===== src/rtl/srdt_pkg.sv =====
// ----------------------------------------------------------------------------
// srdt_pkg: shared definitions of the sorted round-robin delegate table
// Table depth, derived widths, command and status codes, and the request and
// response records that pass between the top level and the table engine.
// ----------------------------------------------------------------------------
`default_nettype none

package srdt_pkg;

  localparam int TABLE_DEPTH = 16;

  localparam int IdW    = 22;
  localparam int JobW   = 32;
  localparam int CmdW   = 2;
  localparam int StatW  = 2;
  localparam int EcntW  = 5;
  localparam int IdxW   = (TABLE_DEPTH > 1) ? $clog2(TABLE_DEPTH) : 1;
  localparam int PtrW   = IdxW;
  localparam int CntW   = $clog2(TABLE_DEPTH + 1);

  localparam logic [CmdW-1:0] CMD_INSERT = 2'd0;
  localparam logic [CmdW-1:0] CMD_DELETE = 2'd1;
  localparam logic [CmdW-1:0] CMD_POST   = 2'd2;
  localparam logic [CmdW-1:0] CMD_TAKE   = 2'd3;

  localparam logic [StatW-1:0] STAT_DONE    = 2'd0;
  localparam logic [StatW-1:0] STAT_NOMATCH = 2'd1;
  localparam logic [StatW-1:0] STAT_REFUSED = 2'd2;

  typedef enum logic [1:0] {
    OP_INSERT,
    OP_DELETE,
    OP_READ
  } srdt_op_e;

  typedef struct packed {
    logic             start;
    srdt_op_e         op;
    logic [IdW-1:0]   id;
    logic [CntW-1:0]  cnt;
    logic [PtrW-1:0]  ptr;
  } srdt_req_t;

  typedef struct packed {
    logic             done;
    logic             found;
    logic [CntW-1:0]  pos;
  } srdt_rsp_t;

endpackage

`default_nettype wire


===== src/rtl/srdt_engine.sv =====
// ----------------------------------------------------------------------------
// srdt_engine: id table storage with its search and shift sequencer
// One comparator walks the stored ids, one entry per cycle, and the same
// memory port pair moves entries up or down to open or close a gap.
// ----------------------------------------------------------------------------
`default_nettype none

module srdt_engine
  import srdt_pkg::*;
(
  input  wire logic      clk_i,
  input  wire logic      rst_ni,
  input  wire srdt_req_t req_i,
  output      srdt_rsp_t rsp_o
);

  typedef enum logic [2:0] {
    E_IDLE,
    E_SRCH,
    E_SHUP,
    E_SHDN,
    E_PUT,
    E_CHK,
    E_DONE
  } eng_state_e;

  eng_state_e      state_q, state_d;
  srdt_op_e        op_q, op_d;
  logic [IdW-1:0]  id_q, id_d;
  logic [CntW-1:0] cnt_q, cnt_d;
  logic [CntW-1:0] idx_q, idx_d;
  logic [CntW-1:0] cidx_q, cidx_d;
  logic [CntW-1:0] widx_q, widx_d;
  logic [CntW-1:0] pos_q, pos_d;
  logic            found_q, found_d;

  logic [IdW-1:0]  mem_q [TABLE_DEPTH];
  logic [IdW-1:0]  rdata_q;
  logic            ren, we;
  logic [IdxW-1:0] raddr, waddr;
  logic [IdW-1:0]  wdata;

  logic            cmp_gt, cmp_eq, hit;
  logic [CntW-1:0] hit_pos;

  // The single shared comparator.
  assign cmp_gt = rdata_q > id_q;
  assign cmp_eq = rdata_q == id_q;
  assign hit    = (op_q == OP_INSERT) ? cmp_gt : cmp_eq;
  assign hit_pos = hit ? cidx_q : cnt_q;

  always_comb begin
    state_d = state_q;
    op_d    = op_q;
    id_d    = id_q;
    cnt_d   = cnt_q;
    idx_d   = idx_q;
    cidx_d  = cidx_q;
    widx_d  = widx_q;
    pos_d   = pos_q;
    found_d = found_q;
    ren     = 1'b0;
    raddr   = '0;
    we      = 1'b0;
    waddr   = '0;
    wdata   = rdata_q;
    case (state_q)
      E_IDLE: begin
        if (req_i.start) begin
          op_d    = req_i.op;
          id_d    = req_i.id;
          cnt_d   = req_i.cnt;
          found_d = 1'b0;
          if (req_i.op == OP_READ) begin
            ren     = 1'b1;
            raddr   = req_i.ptr;
            state_d = E_CHK;
          end else if (req_i.cnt == '0) begin
            pos_d   = '0;
            state_d = (req_i.op == OP_INSERT) ? E_PUT : E_DONE;
          end else begin
            ren     = 1'b1;
            raddr   = '0;
            cidx_d  = '0;
            idx_d   = CntW'(1);
            state_d = E_SRCH;
          end
        end
      end
      E_SRCH: begin
        if (hit || idx_q == cnt_q) begin
          pos_d   = hit_pos;
          found_d = hit;
          if (op_q == OP_INSERT) begin
            if (hit_pos == cnt_q) begin
              state_d = E_PUT;
            end else begin
              ren     = 1'b1;
              raddr   = cnt_q[IdxW-1:0] - IdxW'(1);
              widx_d  = cnt_q;
              state_d = E_SHUP;
            end
          end else if (hit && (cidx_q + CntW'(1) < cnt_q)) begin
            ren     = 1'b1;
            raddr   = cidx_q[IdxW-1:0] + IdxW'(1);
            widx_d  = cidx_q;
            state_d = E_SHDN;
          end else begin
            state_d = E_DONE;
          end
        end else begin
          ren    = 1'b1;
          raddr  = idx_q[IdxW-1:0];
          cidx_d = idx_q;
          idx_d  = idx_q + CntW'(1);
        end
      end
      E_SHUP: begin
        we    = 1'b1;
        waddr = widx_q[IdxW-1:0];
        if (widx_q - CntW'(1) > pos_q) begin
          ren    = 1'b1;
          raddr  = widx_q[IdxW-1:0] - IdxW'(2);
          widx_d = widx_q - CntW'(1);
        end else begin
          state_d = E_PUT;
        end
      end
      E_SHDN: begin
        we    = 1'b1;
        waddr = widx_q[IdxW-1:0];
        if (widx_q + CntW'(2) < cnt_q) begin
          ren    = 1'b1;
          raddr  = widx_q[IdxW-1:0] + IdxW'(2);
          widx_d = widx_q + CntW'(1);
        end else begin
          state_d = E_DONE;
        end
      end
      E_PUT: begin
        we      = 1'b1;
        waddr   = pos_q[IdxW-1:0];
        wdata   = id_q;
        state_d = E_DONE;
      end
      E_CHK: begin
        found_d = cmp_eq;
        state_d = E_DONE;
      end
      E_DONE: begin
        state_d = E_IDLE;
      end
      default: begin
        state_d = E_IDLE;
      end
    endcase
  end

  always_ff @(posedge clk_i or negedge rst_ni) begin
    if (!rst_ni) begin
      state_q <= E_IDLE;
      found_q <= 1'b0;
      pos_q   <= '0;
    end else begin
      state_q <= state_d;
      found_q <= found_d;
      pos_q   <= pos_d;
    end
  end

  always_ff @(posedge clk_i) begin
    op_q   <= op_d;
    id_q   <= id_d;
    cnt_q  <= cnt_d;
    idx_q  <= idx_d;
    cidx_q <= cidx_d;
    widx_q <= widx_d;
  end

  always_ff @(posedge clk_i) begin
    if (we) begin
      mem_q[waddr] <= wdata;
    end
    if (ren) begin
      rdata_q <= mem_q[raddr];
    end
  end

  assign rsp_o.done  = (state_q == E_DONE);
  assign rsp_o.found = found_q;
  assign rsp_o.pos   = pos_q;

  // A shift never reads the entry it writes in the same cycle.
  a_no_rw_clash: assert property (@(posedge clk_i) disable iff (!rst_ni)
    (we && ren) |-> (waddr != raddr))
    else $error("srdt_engine: read and write of the same entry in one cycle");

  // An insert never shifts beyond the last storage entry.
  a_shup_in_range: assert property (@(posedge clk_i) disable iff (!rst_ni)
    (state_q == E_SHUP) |-> (widx_q < CntW'(TABLE_DEPTH)))
    else $error("srdt_engine: shift up past the end of the table");

  // A new request only arrives while the sequencer is idle.
  a_start_idle: assert property (@(posedge clk_i) disable iff (!rst_ni)
    req_i.start |-> (state_q == E_IDLE))
    else $error("srdt_engine: request while busy");

endmodule

`default_nettype wire


===== src/rtl/sorted_round_robin_delegate_table.sv =====
// ----------------------------------------------------------------------------
// sorted_round_robin_delegate_table: sorted worker table with turn pointer
// Post and refused commands settle without the engine; take, insert and delete
// wait on it, insert and delete for as long as it compares and shifts entries.
// A new transfer is taken only once the last result has moved to the output
// register, which waits while an earlier result is unaccepted; the engine's
// single read and compare port sets the pace of the table commands.
// Reset clears count, pointer, job slot and handshakes; id storage is kept.
// ----------------------------------------------------------------------------
`default_nettype none

module sorted_round_robin_delegate_table
  import srdt_pkg::*;
(
  input  wire logic             clk_i,
  input  wire logic             rst_ni,
  input  wire logic             in_valid_i,
  output      logic             in_ready_o,
  input  wire logic [CmdW-1:0]  command_i,
  input  wire logic [IdW-1:0]   worker_id_i,
  input  wire logic [JobW-1:0]  job_word_i,
  output      logic             out_valid_o,
  input  wire logic             out_ready_i,
  output      logic [StatW-1:0] status_o,
  output      logic [JobW-1:0]  job_out_o,
  output      logic [EcntW-1:0] entry_count_o
);

  typedef enum logic [1:0] {
    T_IDLE,
    T_BUSY,
    T_OUT
  } top_state_e;

  // Control state and the architectural state of the table.
  top_state_e       state_q, state_d;
  logic [CmdW-1:0]  cmd_q, cmd_d;
  logic [CntW-1:0]  cnt_q, cnt_d;
  logic [PtrW-1:0]  ptr_q, ptr_d;
  logic             pend_q, pend_d;
  logic [JobW-1:0]  store_q, store_d;

  // Result waiting for the output register, and the output register itself.
  logic [StatW-1:0] res_status_q, res_status_d;
  logic [JobW-1:0]  res_job_q, res_job_d;
  logic             out_valid_q, out_valid_d;
  logic [StatW-1:0] status_q, status_d;
  logic [JobW-1:0]  job_out_q, job_out_d;
  logic [EcntW-1:0] ecnt_q, ecnt_d;

  srdt_req_t        req;
  srdt_rsp_t        rsp;

  logic             accept;
  logic [CntW-1:0]  ptr_ext;
  logic [CntW-1:0]  cnt_less;
  logic [CntW-1:0]  ptr_after_del;
  logic [CntW-1:0]  ptr_next;

  srdt_engine u_engine (
    .clk_i  (clk_i),
    .rst_ni (rst_ni),
    .req_i  (req),
    .rsp_o  (rsp)
  );

  // New commands are taken whenever no command is in work; the output
  // register keeps any earlier result on its own side.
  assign in_ready_o = (state_q == T_IDLE);
  assign accept     = in_valid_i && in_ready_o;

  assign ptr_ext  = CntW'(ptr_q);
  assign cnt_less = cnt_q - CntW'(1);
  // Deleting an entry below the pointer pulls the pointer down with it.
  assign ptr_after_del = (rsp.pos < ptr_ext) ? (ptr_ext - CntW'(1)) : ptr_ext;
  assign ptr_next      = ptr_ext + CntW'(1);

  // Engine request: only commands that must look into the id storage go out.
  always_comb begin
    req.start = 1'b0;
    req.op    = OP_INSERT;
    req.id    = worker_id_i;
    req.cnt   = cnt_q;
    req.ptr   = ptr_q;
    if (accept) begin
      case (command_i)
        CMD_INSERT: begin
          req.start = (cnt_q < CntW'(TABLE_DEPTH));
          req.op    = OP_INSERT;
        end
        CMD_DELETE: begin
          req.start = (cnt_q != '0);
          req.op    = OP_DELETE;
        end
        CMD_TAKE: begin
          req.start = (cnt_q != '0) && pend_q;
          req.op    = OP_READ;
        end
        default: begin
          req.start = 1'b0;
        end
      endcase
    end
  end

  always_comb begin
    state_d      = state_q;
    cmd_d        = cmd_q;
    cnt_d        = cnt_q;
    ptr_d        = ptr_q;
    pend_d       = pend_q;
    store_d      = store_q;
    res_status_d = res_status_q;
    res_job_d    = res_job_q;
    out_valid_d  = out_valid_q && !out_ready_i;
    status_d     = status_q;
    job_out_d    = job_out_q;
    ecnt_d       = ecnt_q;
    case (state_q)
      T_IDLE: begin
        if (accept) begin
          cmd_d        = command_i;
          res_job_d    = '0;
          res_status_d = STAT_DONE;
          if (req.start) begin
            state_d = T_BUSY;
          end else begin
            // Commands settled without the table: refusals, absent delete
            // on an empty table, and posting.
            state_d = T_OUT;
            case (command_i)
              CMD_INSERT: res_status_d = STAT_REFUSED;
              CMD_DELETE: res_status_d = STAT_NOMATCH;
              CMD_POST: begin
                if ((cnt_q == '0) || pend_q) begin
                  res_status_d = STAT_REFUSED;
                end else begin
                  store_d = job_word_i;
                  pend_d  = 1'b1;
                end
              end
              default: res_status_d = STAT_REFUSED;
            endcase
          end
        end
      end
      T_BUSY: begin
        if (rsp.done) begin
          state_d = T_OUT;
          case (cmd_q)
            CMD_INSERT: begin
              // Keep the pointer on the same holder; the first id goes to 0.
              if (cnt_q == '0) begin
                ptr_d = '0;
              end else if (rsp.pos <= ptr_ext) begin
                ptr_d = PtrW'(ptr_next);
              end
              cnt_d = cnt_q + CntW'(1);
            end
            CMD_DELETE: begin
              if (!rsp.found) begin
                res_status_d = STAT_NOMATCH;
              end else begin
                cnt_d = cnt_less;
                // The pointer wraps to 0 once it falls off the end.
                if (ptr_after_del >= cnt_less) begin
                  ptr_d = '0;
                end else begin
                  ptr_d = PtrW'(ptr_after_del);
                end
              end
            end
            default: begin
              if (!rsp.found) begin
                res_status_d = STAT_NOMATCH;
              end else begin
                res_job_d = store_q;
                pend_d    = 1'b0;
                store_d   = '0;
                ptr_d     = (ptr_next >= cnt_q) ? '0 : PtrW'(ptr_next);
              end
            end
          endcase
        end
      end
      T_OUT: begin
        if (!out_valid_q || out_ready_i) begin
          out_valid_d = 1'b1;
          status_d    = res_status_q;
          job_out_d   = res_job_q;
          ecnt_d      = EcntW'(cnt_q);
          state_d     = T_IDLE;
        end
      end
      default: begin
        state_d = T_IDLE;
      end
    endcase
  end

  always_ff @(posedge clk_i or negedge rst_ni) begin
    if (!rst_ni) begin
      state_q     <= T_IDLE;
      cnt_q       <= '0;
      ptr_q       <= '0;
      pend_q      <= 1'b0;
      store_q     <= '0;
      out_valid_q <= 1'b0;
    end else begin
      state_q     <= state_d;
      cnt_q       <= cnt_d;
      ptr_q       <= ptr_d;
      pend_q      <= pend_d;
      store_q     <= store_d;
      out_valid_q <= out_valid_d;
    end
  end

  always_ff @(posedge clk_i) begin
    cmd_q        <= cmd_d;
    res_status_q <= res_status_d;
    res_job_q    <= res_job_d;
    status_q     <= status_d;
    job_out_q    <= job_out_d;
    ecnt_q       <= ecnt_d;
  end

  assign out_valid_o   = out_valid_q;
  assign status_o      = status_q;
  assign job_out_o     = job_out_q;
  assign entry_count_o = ecnt_q;

  // While ids are held, the pointer names one of them.
  a_ptr_in_table: assert property (@(posedge clk_i) disable iff (!rst_ni)
    (cnt_q != '0) |-> (ptr_ext < cnt_q))
    else $error("top: turn pointer beyond the occupied entries");

  // The table never holds more ids than it has entries.
  a_cnt_bound: assert property (@(posedge clk_i) disable iff (!rst_ni)
    cnt_q <= CntW'(TABLE_DEPTH))
    else $error("top: entry count above table depth");

  // An empty job slot always holds a zero word.
  a_slot_clear: assert property (@(posedge clk_i) disable iff (!rst_ni)
    !pend_q |-> (store_q == '0))
    else $error("top: empty job slot holds a stale word");

  // The engine reports completion only for a command that is waiting on it.
  a_done_busy: assert property (@(posedge clk_i) disable iff (!rst_ni)
    rsp.done |-> (state_q == T_BUSY))
    else $error("top: engine completion without a command in work");

endmodule

`default_nettype wire

===== config.mk =====
export PLATFORM = sky130hd
export DESIGN_NAME = sorted_round_robin_delegate_table
export DESIGN_NICKNAME = d
export VERILOG_FILES = /design/src/rtl/srdt_pkg.sv /design/src/rtl/srdt_engine.sv /design/src/rtl/sorted_round_robin_delegate_table.sv
export SDC_FILE = /design/constraint.sdc
export NUM_CORES = 1
export LEC_CHECK = 0
export BUFFER_PORTS_ARGS = -buffer_cell sky130_fd_sc_hd__buf_4
export CORE_MARGIN = 5
export CORE_UTILIZATION = 40
export CTS_CLUSTER_DIAMETER = 120
export DETAILED_ROUTE_END_ITERATION = 10
export PLACE_DENSITY_LB_ADDON = 0.25
export SLEW_MARGIN = 5
export SYNTH_ARGS = -nofsm -noshare
export SYNTH_HDL_FRONTEND = slang
export SYNTH_SLANG_ARGS = --single-unit
export TNS_END_PERCENT = 10

===== constraint.sdc =====
create_clock -name clk_i -period 4.5 [get_ports clk_i]
set_clock_uncertainty 0.15 [all_clocks]
set_input_delay 0.225 -clock clk_i [delete_from_list [all_inputs] [get_ports clk_i]]
set_output_delay 0.225 -clock clk_i [all_outputs]
set_load 0.03 [all_outputs]

==> impl_results.md <==
* CTS Buf Count at 54
* Most frequent cells in the layout: edfxtp_1, nand2_1, buf_4, o21ai_0, mux2i_1
* Post-Syn Instances at 1696
* Ports at 101
* Share of cells above drive strength 1 at 16.51%
* CTS tree: built
* VDD IR-drop max at 0.3420 mV
* # setup viols final at 0
* Critical path buffers and inverters at 5
* DR top layer: met4
* CTS max path bufs at 3
* Total track usage at 18.51%
* Top_reg_cell synth: edfxtp_1
* Vias per cell at 5.331
* Final hold violation count at 0
* Largest net degree at the start of global routing at 67
* Die area at 0.06345 mm²
* Die Width at 251.9 µm
* Flop pwr share at 41.4%
* Switching part of the total at 34.92%
* Synthesis Warnings at 0
* Root Buffer: clkbuf_16
* Initial Util at 40.49%
* Synth Area in Simple Gates at 9.639%
* Post-DR wirelength/cell at 21.99 µm
* First-pass GRT wire length at 90360 µm
* CP max stage delay at 0.52 ns
* Main combinational cell family by area after synthesis: simple AND/OR/NAND/NOR gates
* Critical Path Most Common Cell: buf_4
* Commonest non-fill, non-tap cell in the layout: edfxtp_1
* Syn-to-layout area delta at 20.26%
* Port buffer count at 100
* Compound-Gate Fraction of Synth Area at 8.335%
* Non-Filler Instances at 2715
* Xor/xnor share of the synthesized area at 1.460%
* Multiplexer share of the synthesized area at 5.384%
* Core footprint at 0.05781 mm²
* Status: completed
* Slew Limit Headroom at 30.04%
* Fin Setup TNS at 0 ns
* Logic pwr share at 35.7%
* Fmax at 235.6 MHz
* Met3 Routed Length at 3596 µm
* Adder-cell area share of the yosys netlist at 3.261%
* Count of state elements after synthesis at 547
* DR pass1 iterations at 5
* Synth Cell Area at 0.02340 mm²
* Net load switching power at 0.006723 W
* Critical-path cell list: ha_1 > nand4_4 > nor4_4 > buf_4 > nand3_1 > buf_4 > nor3_1 > a21o_1 > a2111oi_4 > buf_12 > buf_12 > buf_4 > mux2i_1 > a221o_1 > nor3_1
* Distinct cells, synth at 63
* Antenna fix cells at 0
* Antenna violations before repair at 0
* Initial DRC count at 1244
* Max_cap viols at 0
* Crit path launch type: flip-flop
* DR vias at 14470
* Reg clk slew, reported paths at 0.06 ns
* Seq/Total Area, Yosys at 69.03%
* Slowest CP cell: nor3_1
* Number of synthesized flops with an enable pin at 493
* Clock power frac at 22.9%
* Worst path arrival time at 4.54 ns
* HPWL Detailed at 36130 µm
* Vias in the first global route at 14330
* Crit path max-delay family: simple AND/OR/NAND/NOR gates
* Placer's final routability congestion estimate at 0.8680
* Syn Nets at 1817
* GR Overflow Total at 0
* Slew Viols, Final at 0
* Data required, critical path at 4.80 ns
* Internal power at 0.01253 W
* NumNets Final at 2029
* Inst Count DP at 2558
* RSZ-0062 raised after global routing: no
* Leakage power at 10.79 nW
* Tightest Pin Transition at 1.047 ns
* Crit end category: flip-flop
* PD cells at 684.1 mW/mm²
* Crit-path max FO at 44
* Crit path time final at 4.245 ns
* Avg Cell Area, Syn at 13.80 µm²
* DRT Wirelength at 59700 µm
* Final antenna-violating net count at 0
* Tcrit/Tclk final at 94.33%
* Clock sinks at 547
* H-tree lvl count at 2
* Cell Rows at 88
* # DRC at 0
* Vert. Die Dim at 251.9 µm
* Clock network latency to the later pin of the worst-skew pair at 0.62 ns
* CP Class: flip-flop to flip-flop
* Async S/R FF share, synth at 9.872%
* Hold Path Class: primary input to asynchronous set/reset pin
* Metal2 WL at 28960 µm
* Hold Slack at 0.06763 ns
* Routed met1 length at 25560 µm
[cell families after synthesis]
logic type / count (synthesis)
and+or+nand+nor: 471
AOI/OAI and AO/OA: 292
adders and majority gates: 61
xor gates and xnor gates: 39
muxes: 123
buffers and inverters: 163
DFF: 547
[layer usage]
metal	global-route usage [%]	vias up
met1	25.40	7142
met4	5.118	0
met2	30.80	427
met3	3.113	115
li1	-	6790
met5	0	-
[metrics by stage]
step / instance area [µm²] / total power (W) / worst slack, ns / utilization (%)
after floorplan: 23400 / 0.01228 / 0.5095 / -
after global placement: 25810 / 0.01470 / 0.1769 / 44.64
after detailed placement: 25810 / 0.01486 / 0.1356 / 44.64
after CTS: 28110 / 0.01936 / 0.08049 / 48.63
after global routing: 28140 / 0.02033 / 0.02344 / 48.69
final: 28140 / 0.01925 / 0.2551 / 48.69
[worst register-to-register path, cell delays in order, from the launching register on]
cell,delay (ns)
edfxtp_1,0.40
ha_1,0.44
nand4_4,0.22
nor4_4,0.37
buf_4,0.17
nand3_1,0.06
buf_4,0.17
nor3_1,0.52
a21o_1,0.21
a2111oi_4,0.10
buf_12,0.16
buf_12,0.18
buf_4,0.27
mux2i_1,0.13
a221o_1,0.35
nor3_1,0.17
[layout make-up]
| type | instances | area (µm²) |
|---|---|---|
| Clock buffer | 69 | 1408 |
| Tap cell | 765 | 957.2 |
| Clock inverter | 29 | 306.5 |
| Fill cell | 4987 | 29660 |
| Multi-Input combinational cell | 986 | 6726 |
| Sequential cell | 547 | 16160 |
| Timing Repair Buffer | 242 | 2302 |
| Inverter | 77 | 289.0 |
[power groups by stage]
stage	registers [W]	clock network [W]	logic (W)
finish	0.00797	0.00441	0.00687
floorplan	0.00809	0	0.00418
global placement	0.00805	0	0.00665
detailed placement	0.00807	0	0.00679
global route	0.00808	0.00473	0.00752
CTS	0.00798	0.00452	0.00686
[synthesized netlist by cell type, types with 28 or more instances]
cell type | n | share of area (%)
nor2_1 | 47 | 0.75
ha_1 | 61 | 3.3
nor3_1 | 60 | 1.3
clkbuf_1 | 60 | 0.96
o22ai_1 | 28 | 0.75
and2_1 | 40 | 1.1
edfxtp_1 | 493 | 63
o21ai_0 | 114 | 2.4
mux2i_1 | 100 | 4.3
nand2_1 | 193 | 3.1
dfrtp_1 | 54 | 5.8
inv_1 | 77 | 1.2
nand3_1 | 59 | 1.3
a21oi_1 | 31 | 0.66
xnor2_1 | 28 | 1.0
[flip-flops by register name (all words and copies together), names as in the netlist, 22 cells and up]
signal and flops:
u_engine.mem_q 352, res_job_q 32, u_engine.id_q 22, job_out_o 32, u_engine.rdata_q 22, store_q 32
[repair_timing]
| action | CTS | global route |
|---|---|---|
| endpoints found under the hold margin | 116 | 0 |
| hold buffers | 59 | 0 |
| endpoints found under the setup margin | 0 | 22 |
| buffers inserted | 0 | 0 |
| resized for setup | 0 | 7 |
[path summary, 6_finish.rpt]
check / depth (start not counted) / endpoint / slack [ns] / start
max reg2reg: 15 / u_engine.rdata_q[10] / 0.26 / u_engine.rdata_q[21]
max: 15 / u_engine.rdata_q[10] / 0.26 / u_engine.rdata_q[21]
max in group asynchronous: 2 / store_q[10] / 3.62 / rst_ni
min in group clk_i: 2 / u_engine.id_q[18] / 0.18 / worker_id_i[18]
min: 2 / u_engine.state_q[1] / 0.07 / rst_ni
min reg2reg: 0 / job_out_o[3] / 0.27 / res_job_q[3]
(Power assumes the default switching activity.)
